==> src/rtl/core/ppc_pkg.sv <==
// ----------------------------------------------------------------------------
// pH probe conversion package
// Shared widths, constants, register codes and inter-module structs.
// ----------------------------------------------------------------------------
package ppc_pkg;

  // Converter resolution and full-scale code.
  localparam int ADC_BITS = 12;
  localparam int FS       = (1 << ADC_BITS) - 1;

  // Field widths.
  localparam int PH_W   = 14;
  localparam int VOLT_W = 16;
  localparam int TEMP_W = 15;
  localparam int ADDR_W = 5;
  localparam int DATA_W = 32;
  localparam int Q_W    = 14;

  // Fixed-point constants: kelvin offset in 0.01 K and the pH ceiling.
  localparam int KELVIN_OFS = 27315;
  localparam int PH_MAX     = 14000;
  localparam int ADC_GAIN   = 99000;

  // Register reset values.
  localparam int PH_A_RST = 4000;
  localparam int PH_B_RST = 7000;
  localparam int PH_C_RST = 10000;
  localparam int TEMP_RST = 2500;

  // Datapath widths (all signed unless noted).
  localparam int D_W   = ADC_BITS + 2;
  localparam int TK_W  = 17;
  localparam int SP_W  = 18;
  localparam int SV_W  = 18;
  localparam int SPP_W = 32;
  localparam int SPV_W = 32;
  localparam int DD_W  = 34;
  localparam int NN_W  = 36;
  localparam int AV_W  = 52;
  localparam int BV_W  = DD_W + D_W;
  localparam int YA_W  = NN_W + ADC_BITS + 3;
  localparam int X_W   = AV_W + ADC_BITS + 2;
  localparam int Y_W   = YA_W + TK_W;
  localparam int XL_W  = X_W / 2;
  localparam int XH_W  = X_W - XL_W;
  localparam int PL_W  = XL_W + 1 + TK_W;
  localparam int PHI_W = XH_W + TK_W;
  localparam int XT_W  = X_W + TK_W;
  // Divider working width: holds 2|X|+|Y| and the divisor shifted by Q_W.
  localparam int R_W   = (XT_W + 2 > Y_W + Q_W + 2) ? XT_W + 2 : Y_W + Q_W + 2;

  // Configuration register codes (word index).
  typedef enum logic [2:0] {
    REG_VOLT_A = 3'd0,
    REG_PH_A   = 3'd1,
    REG_VOLT_B = 3'd2,
    REG_PH_B   = 3'd3,
    REG_VOLT_C = 3'd4,
    REG_PH_C   = 3'd5,
    REG_TEMP   = 3'd6
  } reg_idx_t;

  // Calibration register set.
  typedef struct packed {
    logic [VOLT_W-1:0] volt_a;
    logic [PH_W-1:0]   ph_a;
    logic [VOLT_W-1:0] volt_b;
    logic [PH_W-1:0]   ph_b;
    logic [VOLT_W-1:0] volt_c;
    logic [PH_W-1:0]   ph_c;
    logic [TEMP_W-1:0] temp;
  } cal_t;

  // Front end to divider: magnitudes and outcome flags.
  typedef struct packed {
    logic            bad;
    logic            zero;
    logic [XT_W-1:0] xmag;
    logic [Y_W-1:0]  ymag;
  } mag_t;

  // Divider to output stage.
  typedef struct packed {
    logic           bad;
    logic           zero;
    logic           hi;
    logic [Q_W-1:0] q;
  } quo_t;

endpackage

==> src/rtl/core/ppc_cfg.sv <==
// ----------------------------------------------------------------------------
// pH probe calibration registers
// APB-style register file holding the three calibration points and the
// calibration temperature.
// ----------------------------------------------------------------------------
module ppc_cfg (
  input  logic                       clk,
  input  logic                       rst_n,
  input  logic                       psel,
  input  logic                       penable,
  input  logic                       pwrite,
  input  logic [ppc_pkg::ADDR_W-1:0] paddr,
  input  logic [ppc_pkg::DATA_W-1:0] pwdata,
  output logic [ppc_pkg::DATA_W-1:0] prdata,
  output logic                       pready,
  output ppc_pkg::cal_t              cal
);

  logic              wr_en;
  ppc_pkg::reg_idx_t idx;
  ppc_pkg::cal_t     cal_r;

  assign wr_en  = psel & penable & pwrite;
  assign idx    = ppc_pkg::reg_idx_t'(paddr[ppc_pkg::ADDR_W-1:2]);
  assign pready = 1'b1;
  assign cal    = cal_r;

  // Register writes; unmapped addresses are ignored.
  always_ff @(posedge clk) begin
    if (!rst_n) begin
      cal_r.volt_a <= '0;
      cal_r.ph_a   <= ppc_pkg::PH_W'(ppc_pkg::PH_A_RST);
      cal_r.volt_b <= '0;
      cal_r.ph_b   <= ppc_pkg::PH_W'(ppc_pkg::PH_B_RST);
      cal_r.volt_c <= '0;
      cal_r.ph_c   <= ppc_pkg::PH_W'(ppc_pkg::PH_C_RST);
      cal_r.temp   <= ppc_pkg::TEMP_W'(ppc_pkg::TEMP_RST);
    end else if (wr_en) begin
      case (idx)
        ppc_pkg::REG_VOLT_A: cal_r.volt_a <= pwdata[ppc_pkg::VOLT_W-1:0];
        ppc_pkg::REG_PH_A:   cal_r.ph_a   <= pwdata[ppc_pkg::PH_W-1:0];
        ppc_pkg::REG_VOLT_B: cal_r.volt_b <= pwdata[ppc_pkg::VOLT_W-1:0];
        ppc_pkg::REG_PH_B:   cal_r.ph_b   <= pwdata[ppc_pkg::PH_W-1:0];
        ppc_pkg::REG_VOLT_C: cal_r.volt_c <= pwdata[ppc_pkg::VOLT_W-1:0];
        ppc_pkg::REG_PH_C:   cal_r.ph_c   <= pwdata[ppc_pkg::PH_W-1:0];
        ppc_pkg::REG_TEMP:   cal_r.temp   <= pwdata[ppc_pkg::TEMP_W-1:0];
        default: begin
        end
      endcase
    end
  end

  // Read mux returns the raw register bits.
  always_comb begin
    case (idx)
      ppc_pkg::REG_VOLT_A: prdata = ppc_pkg::DATA_W'(cal_r.volt_a);
      ppc_pkg::REG_PH_A:   prdata = ppc_pkg::DATA_W'(cal_r.ph_a);
      ppc_pkg::REG_VOLT_B: prdata = ppc_pkg::DATA_W'(cal_r.volt_b);
      ppc_pkg::REG_PH_B:   prdata = ppc_pkg::DATA_W'(cal_r.ph_b);
      ppc_pkg::REG_VOLT_C: prdata = ppc_pkg::DATA_W'(cal_r.volt_c);
      ppc_pkg::REG_PH_C:   prdata = ppc_pkg::DATA_W'(cal_r.ph_c);
      ppc_pkg::REG_TEMP:   prdata = ppc_pkg::DATA_W'(cal_r.temp);
      default:             prdata = '0;
    endcase
  end

endmodule

==> config.mk <==
export PLATFORM = sky130hd
export DESIGN_NAME = ppc_cfg
export DESIGN_NICKNAME = d
export VERILOG_FILES = /design/src/rtl/core/ppc_pkg.sv /design/src/rtl/core/ppc_cfg.sv
export SDC_FILE = /design/constraint.sdc
export NUM_CORES = 1
export LEC_CHECK = 0
export ABC_AREA = 1
export BUFFER_PORTS_ARGS = -buffer_cell sky130_fd_sc_hd__buf_2
export CAP_MARGIN = 20
export CORE_ASPECT_RATIO = 1.1
export CORE_UTILIZATION = 30
export DETAILED_ROUTE_END_ITERATION = 16
export GPL_TIMING_DRIVEN = 0
export PLACE_DENSITY = 0.58
export SYNTH_ARGS = -nofsm -noshare
export SYNTH_HDL_FRONTEND = slang
export SYNTH_SLANG_ARGS = --single-unit
export TNS_END_PERCENT = 50
==> constraint.sdc <==
create_clock -name clk -period 1.95 [get_ports clk]
set_clock_uncertainty 0.2 [all_clocks]
set_input_delay 0 -clock clk [delete_from_list [all_inputs] [get_ports clk]]
set_output_delay 0 -clock clk [all_outputs]
set_load 0.01 [all_outputs]
Word level (Yosys, flattened, before mapping). Index checks and enable logic that the tools add are counted. Widths: inputs -> output; s select.

Register bits: 105. Bits of input ports: 42. Output and inout port bits: 138. Word-level logic and storage cells: 24.

Equality and inequality tests: 6. Mux-type cells: 1. Bitwise logic cells: 2. Reduce and logical (&&, ||, !) cells: 8.

Operator list (count): $pmux 16 s7 (1); $reduce_and 2->1 (7); $eq 3x3->1 const B (3); $eq 3x2->1 const B (2); $eq 3x1->1 const B (1); $logic_not 3->1 (1); $and 1x1->1 (2).

Logic depth before layout (Yosys ltp). Gate-level depths: netlist of run 1.

Depth after elaboration: 3. Gate-level depth with buffers: 8. Gate-level depth less buffers: 7.

Least setup slack after synthesis of run 1. Ideal clock, no wire load.

Path type: input to register. From: input port paddr[3] (netlist name). To: register cal_r (netlist bit cal[100]). Library setup time: 113 ps. Arrival time: 947 ps. Required time: 1637 ps. Slack: 690 ps. Cell stages on the path: 8. Buffers on the path: 2. Cells stage by stage: buf_2 > inv_2 > nand2_2 > nor2_2 > buf_2 > nand3_1 > nand2_1 > nor2_1.

Longest elaborated chain between the ends: 2.

RTL lines: start, declared (line ppc_cfg.sv:12) `input logic [ppc_pkg::ADDR_W-1:0] paddr,`; $logic_not 3->1 (line ppc_cfg.sv:39) `case (idx)`; $reduce_and 2->1 (no line); end, declared (line ppc_cfg.sv:21) `ppc_pkg::cal_t cal_r;`.

Every way passes these cells. A chain may end at the register's enable or synchronous reset.

Worst setup path in the final report of run 1.
From: input port paddr[2] (netlist name). To: output port prdata[13] (netlist name).

Longest elaborated chain between the ends: 2. Elaborated cells between the ends (all ways): 8. Those cells by class: 6 x eq/ne; 1 x mux; 1 x reduce/logical.

RTL lines: $eq 3x3->1 (tied with other cells) (line ppc_cfg.sv:55) `case (idx)`; $pmux 16 s7 * (line ppc_cfg.sv:55); end, declared (line ppc_cfg.sv:14) `output logic [ppc_pkg::DATA_W-1:0] prdata,`.

Mark *: on every way between the ends. The rest lies on a longest branch, timed or not.

==> impl_metrics.ini, run 1 <==
[critical_path]
slowest_delay_ns = 0.34
cp.required_ns = 1.75
worstPathArrival_ns = 1.65
r2r_slack_ns = 0.58
start_kind = primary input
end_kind = output port
path_buf_inv = 4
path_class = in -> out
crit_path_top_delay_cell = buf_2
cp_top_family = buffers and inverters
cp_cell_sequence = buf_2 > buf_2 > nand2_1 > nor2_2 > buf_2 > nand2_1 > nand2_1 > nor2_1 > nand2_1 > buf_2
crit_fanout = 10

[place]
place_inst = 1223
place_ws_ns = 0.171
placed_cell_area_um2 = 6310
gp_congestion = 0.927
io_buffers = 142
hpwl_mm = 16.9

[clock_tree]
post_cts_buffers = 0
path_clk_slew_ns = 0.07
cts_buffers = 9
cts-root-buf = clkbuf_16
cts_sinks = 105
h-tree-depth = 3
cts_max_path_buffers = 2
cts_tree = built
worstSkewPairLatency_ns = 0.36

[timing]
rsz0062_at_grt = no
timing.final.crit_period_ns = 1.85
slew_headroom_pct = 57.6
fin_crit_sh_pct = 94.7
hold_slack_ns = 0.0204
slew_viol_final = 0
worst_pin_slew_ns = 0.636
timing.final.ws_setup_ns = 0.103
tns_ns = 0
hold_viol = 0
setup_viol = 0
fmax_mhz = 542

[floorplan]
chipWidth_um = 128
die_h_um = 141
ios = 180
core_area_um2 = 17100
rows = 50
initial_utilization_pct = 30.8
die-area_um2 = 18000

[logic_synthesis]
yosys_warnings = 0
async_flop_share_pct = 0
ys_seq_area_share_pct = 40.0
avgSynthCellArea_um2 = 6.31
synth-seq-cells = 105
yosysTopAreaCell = dfxtp_1
synthCells = 832
synth_edf_count = 0
synth_ff_type = dfxtp_1
synth_most_common_cell = nand2_1
ys_top_cells_by_area = dfxtp_1 (40%), nand2_1 (16%), nor2_1 (15%), nand3_1 (11%), nand4_1 (5.1%)
ys_types = 16
synth_top_area_share_pct = 40.0
synth_area_um2 = 5250
synth_commonest_cells = nand2_1 (230), nor2_1 (208), nand3_1 (111)

[cells_and_area]
fin_area_um2 = 6840
syn2layout_area_growth_pct = 30.2
layout.nets = 1064
largest_register_ffs = 105
final_cells = 1261
layout-drive-gt1-share_pct = 21.8

[pwr]
leakage_nw = 3.47
powerDensity_nw_per_um2 = 686
ir_drop_mv = 0.454

[global_route]
grt_max_degree = 16
grt_overflow = 0
grt_pass1_vias = 5562
antenna_found_initial = 1
grt_pass1_wl_mm = 33.2
grt.total_usage_pct = 25.1

[detailed_routing]
drc = 0
final_antenna_net_count = 0
first_pass_iters = 5
vias_per_cell = 4.92
wl_mm = 22.5
num_vias = 6204
wl_per_cell_um = 17.9
drt_iter0_drc = 552

[status]
status = completed

[job]
maxCapViolCount = 0

[hold_path]
hp-class = in -> reg
[per-layer routing]
layer  global-route usage, %  wire length [um]  vias to the layer above
met5                       0                 0                        -
met4                    14.6              1040                        0
met3                    4.93              2090                       62
met2                    38.0              9920                      346
met1                    33.0              9490                     2800
li1                        -                 -                     2996
[metrics by stage]
step | utilization (%) | total power, mW
finish | 40.0 | 4.69
global route | 40.0 | 4.84
CTS | 40.0 | 4.69
detailed placement | 37.0 | 2.80
global placement | 37.0 | 2.80
floorplan | - | 2.57
[logic make-up (layout without fill, tap and decap cells)]
| kind of cell | count (synthesis) | after routing | share of synthesized area [%] |
|---|---|---|---|
| buffers and inverters | 108 | 287 | 9.89 |
| and+or+nand+nor | 607 | 607 | 49.0 |
| DFF | 105 | 105 | 40.0 |
| AOI/OAI and AO/OA | 10 | 10 | 0.953 |
| other | 2 | 18 | 0.143 |
[worst min-delay path: cells and delay by family]
kind	cells	cell delay, ns
buf+inv	1	0.15
simple gates	5	0.39
[path summary, 6_finish.rpt]
check | start | end | cells after the start
setup / recovery | paddr[2] | prdata[13] | 10
hold / removal | paddr[3] | cal[61]$_SDFFE_PN0P_ | 6
setup reg to reg | cal[28]$_SDFFE_PN1P_ | cal[28]$_SDFFE_PN1P_ | 3
hold reg to reg | cal[54]$_SDFFE_PN1P_ | cal[54]$_SDFFE_PN1P_ | 2
[power by group]
group,total (mW),internal [mW],switching [mW],leakage (nW)
Combinational,0.599,0.191,0.408,2.47
Clock,1.89,1.06,0.837,0.148
Sequential,2.20,2.17,0.0276,0.849
Total,4.69,3.42,1.27,3.47
[layout by cell type (no fill, tap or decap), types with 2 or more instances in the layout]
cell,instances
nand2_1,230
nor2_1,208
buf_2,172
nand3_1,111
dfxtp_1,105
nand4_1,43
inv_1,34
dlygate4sd3_1,22
buf_4,20
conb_1,17
buf_1,12
nor2_2,10
clkbuf_1,10
o21ai_0,10
clkbuf_16,9
nand3_2,3
inv_2,2
clkinv_2,2
clkbuf_8,2
[layout make-up]
class | instances | area, um2
Fill cell | 1908 | 10200
Multi-Input combinational cell | 634 | 2690
Sequential cell | 105 | 2100
Timing Repair Buffer | 164 | 931
Buffer | 72 | 387
Tap cell | 234 | 293
Clock buffer | 12 | 256
Inverter | 36 | 135
Clock inverter | 3 | 40.0
Antenna cell | 1 | 2.50
[repair_timing]
action / 4_1_cts / 5_1_grt
endpoints found under the setup margin: 0 / 1
hold buffers: 22 / 0
endpoints found under the hold margin: 63 / 0
gates resized for setup: 0 / 2
(Power assumes the default switching activity.)
==> run 2: changes to the inputs <==
ABC_AREA = default   (was 1)
PLACE_DENSITY = 0.59   (was 0.58)
==> impl_metrics.ini, run 2 <==
[cells_and_area]
layout.nets = 765
largest_register_ffs = 105
diodes = 0
layout-drive-gt1-share_pct = 32.6
mostFrequentLayoutCells = buf_2 (155), mux2i_1 (120), dfxtp_1 (105)
syn2layout_area_growth_pct = 32.3
fin_area_um2 = 6820
layout_commonest_cell = buf_2
fillers = 1689
postLayoutCoreUtil_pct = 41.2

[pwr]
leakage_nw = 3.31
pwr-share-comb_pct = 12.6
p_seq_share_pct = 47.9
fin_total_pwr_mw = 4.54
pwr-share-clk_pct = 39.5
powerDensity_nw_per_um2 = 666
p_sw_mw = 1.18
ir_drop_mv = 0.415
p_int_mw = 3.36
swShare_pct = 26.0

[detailed_routing]
wl_mm = 18.4
top_layer = met4
wl_met1_mm = 8.29
num_vias = 4587
vias_per_cell = 4.92
drc = 0
met2_length_mm = 8.51
wl_per_cell_um = 19.8
wl_met3_mm = 1.14
first_pass_iters = 7
drt_iter0_drc = 371
final_antenna_net_count = 0

[global_route]
grt_overflow = 0
antenna_found_initial = 0
grt_max_degree = 17
grt.total_usage_pct = 21.0
grt_pass1_vias = 4414
grt_pass1_wl_mm = 27.2

[critical_path]
crit_path_top_delay_cell = dlygate4sd3_1
cp_top_family = buffers and inverters
crit_fanout = 8
end_kind = flop
path_buf_inv = 3
crit_top_cell = dlygate4sd3_1
start_kind = primary input
worstPathArrival_ns = 2.01
reg2regPathDepth = 3
slowest_delay_ns = 0.59
r2r-end = cal[2]$_SDFFE_PN1P_
r2r_slack_ns = 0.53
worstReg2RegStart = cal[2]$_SDFFE_PN1P_
cp_cell_sequence = buf_2 > dlygate4sd3_1 > nor2_2 > nand3_1 > dlygate4sd3_1 > o211ai_1
cp.required_ns = 2.02
path_class = in -> reg

[hold_path]
holdCritStartpoint = paddr[4]
hold_depth = 4
hold_end = cal[44]$_SDFFE_PN0P_
hp-class = in -> reg

[logic_synthesis]
ys_seq_area_share_pct = 40.8
yosys_warnings = 0
ys_types = 40
synthCells = 520
synth_most_common_cell = mux2i_1
ys_top_cells_by_area = dfxtp_1 (41%), mux2i_1 (23%), nand2_1 (7.6%), a221oi_2 (2.9%), buf_4 (2.9%)
async_flop_share_pct = 0
synth_ff_type = dfxtp_1
synth_area_um2 = 5150
synth-seq-cells = 105
synth_top_area_share_pct = 40.8
synth_commonest_cells = mux2i_1 (120), dfxtp_1 (105), nand2_1 (104)
avgSynthCellArea_um2 = 9.91
synth_edf_count = 0
yosysTopAreaCell = dfxtp_1

[status]
status = completed

[clock_tree]
cts_buffers = 9
cts_sinks = 105
path_clk_slew_ns = 0.07
cts_tree = built
cts_max_path_buffers = 2
cts-root-buf = clkbuf_16
worstSkewPairLatency_ns = 0.36
h-tree-depth = 3
post_cts_buffers = 0

[floorplan]
die_h_um = 139
die-area_um2 = 17700
initial_utilization_pct = 31.1
rows = 49
chipWidth_um = 127
core_area_um2 = 16600
ios = 180

[place]
io_buffers = 142
placed_cell_area_um2 = 6180
hpwl_mm = 13.8
gp_congestion = 0.876

[timing]
slew_headroom_pct = 55.1
worst_pin_slew_ns = 0.673
tns_ns = 0
timing.final.crit_period_ns = 1.94
slew_viol_final = 0
setup_viol = 0
hold_slack_ns = 0.0187
fmax_mhz = 516
fin_crit_sh_pct = 99.3
rsz0062_at_grt = no
hold_viol = 0

[job]
maxCapViolCount = 0
## run 2: cell count changes after synthesis, moves of 18 or more
cell,delta
o211ai_1,+18
nand3_1,-93
nor2_1,-204
nand2_1,-126
nand4_1,-43
mux2i_1,+120
buf_2,-18
## run 2: what timing repair did
item / in CTS / in global routing
setup endpoints to repair: 0 / 2
gates resized for setup: 0 / 0
hold buffers: 36 / 0
hold endpoints to repair: 105 / 0
## run 2: logic make-up after synthesis
family,synth area share (%)
other,0.146
flip-flops,40.8
multiplexers,24.0
AO/OA/AOI/OAI,11.0
buffers and inverters,9.20
AND/OR/NAND/NOR,14.9
## run 2: worst min-delay path: cells and delay by family
kind	cells	cell delay, ns
mux	1	0.11
buf+inv	1	0.14
simple gates	2	0.27
## run 2: layout make-up
class                           instances  area [um2]  area share (%)
Multi-Input combinational cell        354        2630            38.6
Timing Repair Buffer                  177        1060            15.6
Buffer                                 55         395            5.80
Clock buffer                           13         270            3.96
Inverter                               21        78.8            1.16
Sequential cell                       105        2100            30.8
Clock inverter                          3        23.8           0.349
Tap cell                              204         255            3.74
## run 2: per-layer routing
layer,global-route usage [%],vias to the layer above
met5,0,-
met4,8.33,0
met3,3.77,25
met2,33.3,188
met1,28.1,2181
li1,-,2193
## run 2: metrics by stage
| stage | std cells | setup WS (ns) |
|---|---|---|
| global placement | 881 | 0.204 |
| finish | 932 | 0.0135 |
| floorplan | 535 | 0.706 |
| CTS | 933 | 0.0772 |
| detailed placement | 881 | 0.256 |
| global route | 932 | 0.00551 |
## run 2: worst max path at each step
stage	startpoint	depth (start not counted)	slack, ns	endpoint
final	paddr[4]	6	0.01	cal[82]$_SDFFE_PN1P_
after detailed placement	paddr[2]	6	0.26	prdata[13]
after global placement	paddr[2]	6	0.20	prdata[9]
after CTS	paddr[4]	6	0.08	cal[82]$_SDFFE_PN1P_
after global routing	paddr[4]	6	0.006	cal[82]$_SDFFE_PN1P_
after floorplan	cal[55]$_SDFFE_PN0P_	3	0.71	prdata[10]
## run 2: power groups by stage
stage	clock, mW	combinational, mW	sequential (mW)
global route	1.92	0.604	2.18
global placement	0	0.527	2.23
CTS	1.83	0.572	2.18
floorplan	0	0.318	2.23
detailed placement	0	0.526	2.23
finish	1.79	0.573	2.18
==> run 3: changes to the inputs <==
==> constraint.sdc (replaced) <==
create_clock -name clk -period 1.95 [get_ports clk]
set_clock_uncertainty 0.2 [all_clocks]
set_input_delay 0.195 -clock clk [delete_from_list [all_inputs] [get_ports clk]]
set_output_delay 0.195 -clock clk [all_outputs]
set_load 0.01 [all_outputs]
==> impl_metrics.ini, run 3 (synthesized netlist as in run 2, its figures left out) <==
[critical_path]
worstPathArrival_ns = 1.54
reg2regPathDepth = 3
end_kind = output port
worstReg2RegStart = cal[86]$_SDFFE_PN1P_
crit_fanout = 3
cp.required_ns = 1.55
r2r-end = cal[86]$_SDFFE_PN1P_
crit_end = prdata[13]
start_kind = flop
path_class = reg -> out
setup.worst_path.start = cal[88]$_SDFFE_PN0P_
r2r_slack_ns = 0.99

[timing]
setup_viol = 0
timing.final.crit_period_ns = 1.93
worst_pin_slew_ns = 0.688
timing.final.ws_setup_ns = 0.0187
slew_viol_final = 0
slew_headroom_pct = 54.2
hold_viol = 0
hold_slack_ns = 0.0690
rsz0062_at_grt = yes
fmax_mhz = 518
fin_crit_sh_pct = 99.0

[place]
place_inst = 881
io_buffers = 142
gp_congestion = 0.876
placed_cell_area_um2 = 6180
place_ws_ns = -0.134
hpwl_mm = 13.8

[pwr]
pwr-share-clk_pct = 39.8
p_int_mw = 3.35
p_sw_mw = 1.19
p_seq_share_pct = 48.0
ir_drop_mv = 0.416
swShare_pct = 26.1
powerDensity_nw_per_um2 = 683
pwr-share-comb_pct = 12.3
leakage_nw = 3.26
fin_total_pwr_mw = 4.54

[floorplan]
rows = 49
die_h_um = 139
core_area_um2 = 16600
die-area_um2 = 17700
ios = 180
chipWidth_um = 127
initial_utilization_pct = 31.1

[cells_and_area]
mostFrequentLayoutCells = buf_2 (155), mux2i_1 (119), nand2_1 (104)
fin_area_um2 = 6650
multiInputGateArea_um2 = 2650
diodes = 0
layout.nets = 744
layout-drive-gt1-share_pct = 34.5
largest_register_ffs = 105
fillers = 1694
layout_commonest_cell = buf_2
syn2layout_area_growth_pct = 29.0
ff_latch_area_um2 = 2110
final_cells = 911

[clock_tree]
h-tree-depth = 3
worstSkewPairLatency_ns = 0.35
cts_buffers = 9
cts-root-buf = clkbuf_16
path_clk_slew_ns = 0.07
cts_tree = built
cts_max_path_buffers = 2
cts_sinks = 105
post_cts_buffers = 0

[detailed_routing]
drc = 0
wl_per_cell_um = 20.0
first_pass_iters = 6
wl_mm = 18.2
vias_per_cell = 4.95
final_antenna_net_count = 0
drt_iter0_drc = 319
num_vias = 4508

[job]
maxCapViolCount = 0

[global_route]
grt_max_degree = 17
grt.total_usage_pct = 20.6
grt_pass1_vias = 4290
grt_busiest_layer = met2
gr-usage-met3_pct = 3.81
met2_usage_pct = 32.2
grt_pass1_wl_mm = 26.6
grt_overflow = 0
gr-usage-met1_pct = 27.8
antenna_found_initial = 0

[status]
status = completed

[hold_path]
hp-class = in -> reg
-- run 3: cell type report --
cell class,instances,share of cell area (%)
Inverter,21,1.19
Buffer,55,6.19
Timing Repair Buffer,156,12.8
Clock buffer,13,4.07
Clock inverter,3,0.358
Multi-Input combinational cell,354,39.9
Tap cell,204,3.84
Sequential cell,105,31.7
-- run 3: routing by layer --
metal | vias up | wire, um
met4 | 0 | 445
li1 | 2154 | -
met5 | - | 0
met3 | 27 | 1180
met1 | 2130 | 8260
met2 | 197 | 8360
-- run 3: worst max-delay path, cell delays in order, from the launching register on --
cell      delay, ns
dfxtp_1        0.42
mux2i_1        0.10
o221a_2        0.30
a221oi_2       0.19
buf_2          0.17
-- run 3: power groups by stage --
| stage | combinational (mW) | sequential (mW) | clock (mW) |
|---|---|---|---|
| floorplan | 0.318 | 2.23 | 0 |
| global placement | 0.527 | 2.23 | 0 |
| detailed placement | 0.526 | 2.23 | 0 |
| CTS | 0.551 | 2.18 | 1.83 |
| global route | 0.588 | 2.18 | 1.92 |
| finish | 0.557 | 2.18 | 1.80 |
-- run 3: how the worst min path moves through the flow --
stage | startpoint | end | slack [ns] | cells past startpoint
detailed placement | cal[75]$_SDFFE_PN0P_ | cal[75]$_SDFFE_PN0P_ | 0.26 | 2
floorplan | pwdata[3] | cal[48]$_SDFFE_PN1P_ | 0.14 | 2
finish | rst_n | cal[86]$_SDFFE_PN1P_ | 0.07 | 4
CTS | rst_n | cal[86]$_SDFFE_PN1P_ | 0.05 | 4
global placement | cal[75]$_SDFFE_PN0P_ | cal[75]$_SDFFE_PN0P_ | 0.25 | 2
global route | rst_n | cal[86]$_SDFFE_PN1P_ | 0.08 | 4
-- run 3: what timing repair did --
item / in CTS / in global routing
hold buffers: 14 / 0
gates resized for setup: 2 / 10
endpoints found under the hold margin: 26 / 0
endpoints found under the setup margin: 9 / 8
-- run 3: per-stage QoR --
stage | setup TNS [ns] | util (%)
2_1_floorplan | 0 | -
3_3_place_gp | -1.42 | 37.3
3_5_place_dp | -1.02 | 37.3
4_1_cts | 0 | 40.0
5_1_grt | -0.00947 | 40.2
6_report | 0 | 40.2
